==> src/sv/sps_pkg.sv <==
// Shared types and constants for the strided prefix-sum query block.
// Holds the field widths, the mode codes and the controller/datapath interface structs.
// No dependencies.
`timescale 1ns / 1ps

package sps_pkg;

  // Fixed widths of the item fields.
  localparam int MODE_W   = 2;
  localparam int VALUE_W  = 32;
  localparam int IDX_W    = 10;
  localparam int STRIDE_W = 4;
  localparam int SUM_W    = 42;
  localparam int STEP_W   = $clog2(IDX_W);

  // Item mode codes.
  localparam logic [MODE_W-1:0] MODE_APPEND = 2'd0;
  localparam logic [MODE_W-1:0] MODE_QUERY  = 2'd1;
  localparam logic [MODE_W-1:0] MODE_CLEAR  = 2'd2;

  // Address source for the chain bank read ports.
  typedef enum logic [1:0] {
    RD_APPEND,
    RD_RIGHT,
    RD_FIRST
  } rd_sel_e;

  // Commands from the controller to the datapath.
  typedef struct packed {
    logic    capture;
    rd_sel_e rd_sel;
    logic    app_write;
    logic    clear_count;
    logic    mod_start;
    logic    mod_step;
    logic    cap_right;
    logic    cap_diff;
    logic    out_load;
    logic    out_err;
  } sps_cmd_t;

  // Status from the datapath to the controller.
  typedef struct packed {
    logic [MODE_W-1:0] mode;
    logic              full;
    logic              q_err;
    logic              mod_last;
    logic              out_free;
  } sps_stat_t;

endpackage

==> src/sv/sps_ctrl.sv <==
// Controller state machine for the strided prefix-sum query block.
// Depends on sps_pkg for the command and status structs and the mode codes.
`timescale 1ns / 1ps

module sps_ctrl (
  input  logic              clk_i,
  input  logic              rst_ni,
  input  logic              in_valid_i,
  output logic              in_stall_o,
  input  sps_pkg::sps_stat_t stat_i,
  output sps_pkg::sps_cmd_t  cmd_o
);

  typedef enum logic [2:0] {
    S_IDLE,
    S_DISPATCH,
    S_APP_WRITE,
    S_MOD,
    S_RD_FIRST,
    S_DIFF,
    S_RESULT,
    S_ERROR
  } state_e;

  state_e state_q, state_d;

  assign in_stall_o = (state_q != S_IDLE);

  // Next state and command decode.
  always_comb begin
    state_d           = state_q;
    cmd_o             = '0;
    cmd_o.rd_sel      = sps_pkg::RD_RIGHT;
    unique case (state_q)
      S_IDLE: begin
        if (in_valid_i) begin
          cmd_o.capture = 1'b1;
          state_d       = S_DISPATCH;
        end
      end
      S_DISPATCH: begin
        unique case (stat_i.mode)
          sps_pkg::MODE_APPEND: begin
            cmd_o.rd_sel = sps_pkg::RD_APPEND;
            state_d      = stat_i.full ? S_IDLE : S_APP_WRITE;
          end
          sps_pkg::MODE_QUERY: begin
            if (stat_i.q_err) begin
              state_d = S_ERROR;
            end else begin
              cmd_o.mod_start = 1'b1;
              state_d         = S_MOD;
            end
          end
          sps_pkg::MODE_CLEAR: begin
            cmd_o.clear_count = 1'b1;
            state_d           = S_IDLE;
          end
          default: begin
            state_d = S_IDLE;
          end
        endcase
      end
      S_APP_WRITE: begin
        cmd_o.app_write = 1'b1;
        state_d         = S_IDLE;
      end
      S_MOD: begin
        cmd_o.mod_step = 1'b1;
        if (stat_i.mod_last) begin
          state_d = S_RD_FIRST;
        end
      end
      S_RD_FIRST: begin
        cmd_o.rd_sel    = sps_pkg::RD_FIRST;
        cmd_o.cap_right = 1'b1;
        state_d         = S_DIFF;
      end
      S_DIFF: begin
        cmd_o.rd_sel   = sps_pkg::RD_FIRST;
        cmd_o.cap_diff = 1'b1;
        state_d        = S_RESULT;
      end
      S_RESULT: begin
        cmd_o.rd_sel = sps_pkg::RD_FIRST;
        if (stat_i.out_free) begin
          cmd_o.out_load = 1'b1;
          state_d        = S_IDLE;
        end
      end
      S_ERROR: begin
        if (stat_i.out_free) begin
          cmd_o.out_load = 1'b1;
          cmd_o.out_err  = 1'b1;
          state_d        = S_IDLE;
        end
      end
      default: begin
        state_d = S_IDLE;
      end
    endcase
  end

  // State register.
  always_ff @(posedge clk_i or negedge rst_ni) begin
    if (!rst_ni) begin
      state_q <= S_IDLE;
    end else begin
      state_q <= state_d;
    end
  end

  // A result is only loaded when the output register can take it.
  a_load_free: assert property (@(posedge clk_i) disable iff (!rst_ni)
    cmd_o.out_load |-> stat_i.out_free)
    else $error("result loaded while output register is occupied");

  // An append never writes into a full store.
  a_append_room: assert property (@(posedge clk_i) disable iff (!rst_ni)
    cmd_o.app_write |-> !stat_i.full)
    else $error("append written into a full store");

  // An accepted item is always dispatched in the following cycle.
  a_accept_dispatch: assert property (@(posedge clk_i) disable iff (!rst_ni)
    (in_valid_i && !in_stall_o) |=> (state_q == S_DISPATCH))
    else $error("accepted item was not dispatched");

endmodule

==> config.mk <==
export PLATFORM = sky130hd
export DESIGN_NAME = sps_ctrl
export DESIGN_NICKNAME = d
export VERILOG_FILES = /design/src/sv/sps_pkg.sv /design/src/sv/sps_ctrl.sv
export SDC_FILE = /design/constraint.sdc
export NUM_CORES = 1
export LEC_CHECK = 0
export BUFFER_PORTS_ARGS = -buffer_cell sky130_fd_sc_hd__buf_2
export CAP_MARGIN = 20
export CORE_AREA = 2 2 39 41
export DETAILED_ROUTE_END_ITERATION = 16
export DIE_AREA = 0 0 41 43
export PLACE_DENSITY_LB_ADDON = 0.15
export SYNTH_ARGS = -nofsm -noshare
export SYNTH_HDL_FRONTEND = slang
export SYNTH_SLANG_ARGS = --single-unit
==> constraint.sdc <==
create_clock -name clk_i -period 2.5 [get_ports clk_i]
set_input_delay 0.125 -clock clk_i [delete_from_list [all_inputs] [get_ports clk_i]]
set_output_delay 0.125 -clock clk_i [all_outputs]
set_load 0.02 [all_outputs]
### Yosys cells after proc, flatten, opt, wreduce, memory -nomap -nowiden

Cells that the tools add are included.

| storage, ports and cells | value |
|---|---|
| bits in registers | 3 |
| input port bits | 9 |
| word-level logic and storage cells | 42 |
| output and inout port bits | 12 |

| operators by class | value |
|---|---|
| reductions and logical operators | 6 |
| mux-type cells | 23 |
| equal/unequal tests | 12 |

Operators by type and width:

| cell | number |
|---|---|
| 3-bit one-hot mux with 7 select lines | 1 |
| 3-bit equality test (second input constant) | 4 |
| 1-bit 2-to-1 mux | 12 |
| 3-bit 2-to-1 mux | 4 |
| 3-bit by 2-bit equality test with 1-bit output (second input constant) | 2 |
| 2-bit 2-to-1 mux | 3 |
| 3-bit one-hot mux with 2 select lines | 1 |
| 2-bit != test (second input constant) | 2 |
| 2-bit one-hot mux with 2 select lines | 1 |
| 3-bit by 1-bit equality test with 1-bit output (second input constant) | 1 |
| 3-bit zero test | 1 |
| 3-bit AND reduction | 1 |
| 3-bit nonzero test | 1 |
| 3-bit OR reduction | 1 |
| 2-bit by 1-bit equality test with 1-bit output (second input constant) | 1 |
| 2-bit equality test (second input constant) | 1 |
| 2-bit zero test | 1 |
| 2-bit by 1-bit != test with 1-bit output (second input constant) | 1 |
| 1-bit one-hot mux with 2 select lines | 1 |
| 2-bit OR reduction | 1 |

### Depth between registers and ports, before layout

Gate-level depths: netlist of run 1.

| logic depth | value |
|---|---|
| depth after elaboration | 4 |
| mapped depth | 3 |
| depth with buffers taken out | 3 |

### Worst setup path before layout of run 1

No wires, ideal clock.

| path | value |
|---|---|
| kind | register -> output |
| start point | register state_q[2] |
| end point | output port cmd_o[10] (netlist name) |
| buffers on the path | 0 |
| required time | 2375 ps |
| cell stages (with the launch flop) | 3 |
| arrival time | 1231 ps |
| slack | 1144 ps |
| path through | dfrtp_1 > or3_1 > nor2_1 |

RTL lines:

| item | line | RTL |
|---|---|---|
| start: declaration | sps_ctrl.sv:25 | `state_e state_q, state_d;` |
| start signal: assignment | sps_ctrl.sv:109 | `state_q <= state_d;` |
| end: declaration | sps_ctrl.sv:11 | `output sps_pkg::sps_cmd_t cmd_o` |

==> results of run 1 <==
[cell families after synthesis]
logic type / count (synthesis) / share of synthesized area
compound gates: 10 / 0.2469
buf+inv: 6 / 0.09466
simple gates: 21 / 0.4116
flops: 3 / 0.2469
[final cells by class]
| type | count | area, um^2 | area share |
|---|---|---|---|
| inverters | 3 | 11.26 | 0.02542 |
| well taps | 16 | 20.02 | 0.04520 |
| clock buffers | 4 | 26.28 | 0.05932 |
| multi-input cells | 31 | 200.2 | 0.4520 |
| flip-flops and latches | 3 | 75.07 | 0.1695 |
| repair buffers | 21 | 110.1 | 0.2486 |
[through the flow]
stage | total power (uW) | worst slack [ns] | std cells
after global routing | 605.8 | 0.7946 | 78
final | 555.5 | 0.9152 | 78
after detailed placement | 472.8 | 1.158 | 73
after floorplan | 389.8 | 1.144 | 40
after CTS | 562.8 | 0.9043 | 78
after global placement | 477.8 | 1.156 | 73
[power by group through the flow]
stage,Clock (uW),Combinational [uW],Sequential [uW]
2_1_floorplan,0,288,102
3_3_place_gp,0,306,172
3_5_place_dp,0,304,169
4_1_cts,88.2,307,168
5_1_grt,92.6,332,181
6_report,84.7,303,168
[repair_timing]
item / in CTS / in global routing
hold buffers: 1 / 0
resized for setup: 0 / 0
endpoints found under the hold margin: 3 / 0
[worst max-delay path, delay by kind of cell, from the launching register on]
kind          cells  cell delay (ns)
buf+inv           1             0.16
flops             1             0.54
simple gates      2             0.53
[layout by cell type, fill, tap and decap left out, drive strengths merged, types with 2 or more instances in the layout]
cell / instances
dfrtp: 3
nor3: 2
a21oi: 2
nor3b: 2
clkbuf: 4
inv: 3
nand2: 2
nor2: 5
buf: 20
o21ai: 2
[final timing paths]
path,to,cells after the start
worst min register to register,state_q[2],1
max in group asynchronous,state_q[0],2
min in group asynchronous,state_q[2],2
worst max-delay path,cmd_o[10],3
worst min-delay path,state_q[2],3
worst max register to register,state_q[0],2
[layer usage]
layer | vias to the layer above | GRT usage | wire [um]
met5 | - | 0 | 0
met4 | 0 | 0.08000 | 0
met3 | 0 | 0.005236 | 53
met2 | 13 | 0.1563 | 377
met1 | 156 | 0.1447 | 389
li1 | 191 | - | -
==> out/metrics.cfg, run 1 <==
[outcome]
status = complete, no violations

[setup_path]
crit_path_start = state_q[2]
path_cells = or3_1 > nor2_1 > buf_2
cp-end-kind = primary output
slowest_stage = dfrtp_1
reg2reg_from = state_q[2]
cp-start-kind = flip-flop
cp.required_ns = 2.38
arrival_ns = 1.46
max_stage_delay_ns = 0.54
r2r_slack_ns = 1.26
crit_fanout = 17
criticalPathCategory = reg -> out

[power_and_ir_drop]
p_per_area_mw_per_mm2 = 1254
p_sw_frac = 0.5194
p_leak_uw = 0.0002229
switchingPower_uw = 288.6
pwr-share-comb = 0.545
seqPwrFrac = 0.302
cellInternalPower_uw = 267.0
power.share.clock = 0.152
vdd_drop_max_mv = 0.4035

[synthesis]
netlist.area_leader.share = 0.2469
synthArstFlopShare = 1.000
synth_warnings = 0
syn_area_um2 = 304.0
synthTopCellsByArea = dfrtp_1 25%, nor2_1 6.2%, nor3b_1 4.9%
synth_nets = 49
synthTopCellsByCount = 5 x nor2_1, 3 x dfrtp_1
syn_inst = 40
synth_cell_type_count = 28
yosys.area.top_type = dfrtp_1
avgSynthCellArea_um2 = 7.601
ys_seq_area_frac = 0.2469
synth_edf_count = 0
synthFlopType = dfrtp_1
synth-seq-cells = 3
yosysMostFrequentCell = nor2_1

[route]
totalWireLength_um = 819
final_antenna_net_count = 0
wl_per_cell_um = 10.50
drc_errors = 0
num_vias = 360
dr.pass1.iters = 2
drt-initial-drc-count = 3
avgViaCountPerCell = 4.615

[die]
rows = 14
initial_core_util = 0.2197
die_w_um = 41
num_io_pins = 21
die_area_mm2 = 0.001763
die_h_um = 43
core_mm2 = 0.001384

[sta]
tns_ns = 0
worst_hold_slack_ns = 0.2082
min_period_ns = 1.585
max_clock_freq_mhz = 631.0
worst_pin_slew_ns = 0.4608
final_hold_viol_count = 0
finalSetupViolations = 0
rsz0062_at_grt = false
slew_headroom = 0.6928
slew_viol_final = 0
skew_ns = 0.004683
fin_crit_sh = 0.6339

[grt]
grt_pass1_wl_um = 1304
grt_usage = 0.1084
grt_pass1_vias = 326
gr-total-overflow = 0
grt_max_degree = 18
antenna_found_initial = 0

[cells_and_area]
nFillCells = 163
largest_reg_flops = 3
final_cell_area_um2 = 442.9
drive_gt1_frac = 0.4194
antenna_cells = 0
fin_nets = 72
regMostFlops = state_q
post-route-util = 0.3201
area_growth_pct = 45.68
reg_top3 = state_q x3

[run]
maxCapViolCount = 0

[placed_design]
dpl.hpwl_um = 587
gp_congestion = 0.6832
placed_area_um2 = 406.6
io_buffers = 20

[cts]
worstSkewPairLatency_ns = 0.23
numCtsBuffers = 3
clock-sinks = 3
htreeDepth = 1
cts_root_buffer = clkbuf_4
clockBufferDepth = 2
postCtsSetupBuffers = 0
clk_pin_slew_ns = 0.04
cts_tree = yes

[hold_path]
hp-start = stat_i[2]
min_path_type = in -> reg

Note: power is estimated with default switching activity, not from simulation.
==> inputs of run 2 (changes only) <==
- ABC_AREA: default -> 1
- clock period: 2.5 -> 1.7 ns (I/O delays scaled with it)
==> run 2 against run 1 <==
Against the previous run: hold slack worse by 0.029 ns; critical path depth up 3; power up 32%; critical path type unchanged; setup slack worse by 0.68 ns; clock power up 46%; area after synthesis down 1.2%; die area unchanged; via count up 8.6%; first-iteration DRC count down 33%; combinational power up 46%; sequential power about the same; largest power group unchanged.
==> out/metrics.cfg, run 2 <==
[cts]
clock-sinks = 3
htreeDepth = 1
worstSkewPairLatency_ns = 0.23
cts_root_buffer = clkbuf_4
clockBufferDepth = 2
numCtsBuffers = 3
cts-resized-gates = 0
cts_tree = yes
clk_pin_slew_ns = 0.04
ctsHoldBuffers = 1
postCtsSetupBuffers = 0

[sta]
slew_headroom = 0.7923
fin_crit_sh = 0.8601
skew_ns = 0.0009978
worst_pin_slew_ns = 0.3115
slew_viol_final = 0
final_hold_viol_count = 0
rsz0062_at_grt = false
min_period_ns = 1.462
max_clock_freq_mhz = 683.9
tns_ns = 0
finalSetupViolations = 0

[placed_design]
dpl.hpwl_um = 679.6
io_buffers = 20
gp_congestion = 0.7888

[cells_and_area]
reg_top3 = state_q x3
nFillCells = 173
regArea_um2 = 75.07
antenna_cells = 0
area_growth_pct = 52.08
drive_gt1_frac = 0.3590
final_common_cell = buf_2
fin_nets = 88
regMostFlops = state_q
post-route-util = 0.3300
layout_common_cells = 20 x buf_2, 16 x nand2_1, 9 x nor2_1, 9 x inv_1, 4 x nor3_1
largest_reg_flops = 3
multi_input_area_um2 = 187.7

[die]
num_io_pins = 21
core_mm2 = 0.001384
initial_core_util = 0.2170
die_area_mm2 = 0.001763
die_w_um = 41
die_h_um = 43
rows = 14

[setup_path]
crit_path_start = state_q[1]
r2r_end = state_q[0]
cp-end-kind = primary output
r2r_slack_ns = 0.55
arrival_ns = 1.38
crit_fanout = 7
cp-start-kind = flip-flop
reg2reg_from = state_q[1]
cp.required_ns = 1.62
reg2regPathDepth = 7
criticalPathCategory = reg -> out
crit_path_end = cmd_o[5]

[synthesis]
synth_cell_type_count = 14
synthArstFlopShare = 1.000
synth_warnings = 0
syn_area_um2 = 300.3
synth-seq-cells = 3
synth-simple-area-share = 0.5458
ys_seq_area_frac = 0.2500
synthFlopType = dfrtp_1
avgSynthCellArea_um2 = 5.666
netlist.area_leader.share = 0.2500
yosys.area.top_type = dfrtp_1
synth_top_family_by_area = simple AND/OR/NAND/NOR gates
synth_nets = 62
synthTopCellsByArea = dfrtp_1 25%, nand2_1 20%, inv_1 11%
syn_inst = 53
synth_compound_area_frac = 0.07917
yosys.area_share.adder = 0
synthTopCellsByCount = 16 x nand2_1, 9 x inv_1, 9 x nor2_1
synthXorXnorAreaFrac = 0
synth_mux_area_frac = 0
synth_edf_count = 0
yosysMostFrequentCell = nand2_1

[grt]
grt_pass1_wl_um = 1414
grt_pass1_vias = 357
antenna_found_initial = 0
grt_max_degree = 9
gr-total-overflow = 0
grt_usage = 0.1249

[power_and_ir_drop]
switchingPower_uw = 395.5
p_sw_frac = 0.5403
seqPwrFrac = 0.226
vdd_drop_max_mv = 0.7011
p_per_area_mw_per_mm2 = 1603
pwr-share-comb = 0.605
power.share.clock = 0.169
cellInternalPower_uw = 336.5
p_leak_uw = 0.0002904

[route]
wl_per_cell_um = 8.596
dr.pass1.iters = 2
drc_errors = 0
totalWireLength_um = 808
final_antenna_net_count = 0
drt-initial-drc-count = 2
num_vias = 391
avgViaCountPerCell = 4.160

[run]
maxCapViolCount = 0

[hold_path]
min_path_type = in -> async

[outcome]
status = complete, no violations

## run 2: per-stage QoR
stage                     hold slack (ns)  setup slack (ns)  instances  total power, uW  area [um^2]
final                              0.1790            0.2378         94            732.0        456.7
after global routing               0.1621           0.08372         94            822.7        456.7
after CTS                          0.1627            0.2203         94            749.1        456.7
after detailed placement          -0.1169            0.4811         89            611.7        420.4
after global placement            -0.1171            0.5086         89            619.2        420.4
after floorplan                   -0.2106            0.3880         53            476.0        300.3
## run 2: worst min-delay path by stage
stage | start | endpoint | slack (ns) | depth (start not counted)
2_1_floorplan | rst_ni | state_q[0] | -0.21 | 0
5_1_grt | rst_ni | state_q[2] | 0.16 | 2
3_5_place_dp | rst_ni | state_q[2] | -0.12 | 1
4_1_cts | rst_ni | state_q[2] | 0.16 | 2
3_3_place_gp | rst_ni | state_q[2] | -0.12 | 1
6_report | rst_ni | state_q[2] | 0.18 | 2
## run 2: critical path, cell delays in order, from the launching register on
cell and delay [ns]:
dfrtp_1 0.44, inv_1 0.12, nand2_1 0.09, nor2_1 0.16, nand2_1 0.09, nor2_1 0.08, buf_2 0.16
## run 2: cell type report
| cell class | instances | area share |
|---|---|---|
| Sequential cell | 3 | 0.1644 |
| Tap cell | 16 | 0.04384 |
| Multi-Input combinational cell | 40 | 0.4110 |
| Inverter | 10 | 0.08219 |
| Timing Repair Buffer | 21 | 0.2411 |
| Clock buffer | 4 | 0.05753 |
## run 2: power groups by stage
stage          Sequential, uW  Clock (uW)  Combinational [uW]
3_5_place_dp              164           0                 447
3_3_place_gp              163           0                 456
2_1_floorplan             152           0                 324
4_1_cts                   164         134                 451
6_report                  165         124                 443
5_1_grt                   172         141                 511
## run 2: metal layers
layer  share of wire  wire, um  GRT usage  up-vias
li1                -         -          -      218
met1            0.46       370     0.1558      162
met2            0.48       388     0.1625        9
met3           0.050        40    0.03141        2
met4          0.0099         8     0.1200        0
met5               0         0          0        -
## run 2: cells by family (layout without fill, tap and decap cells)
family	Yosys count	count (layout)
simple gates	36	36
buf+inv	10	35
compound gates	4	4
flops	3	3
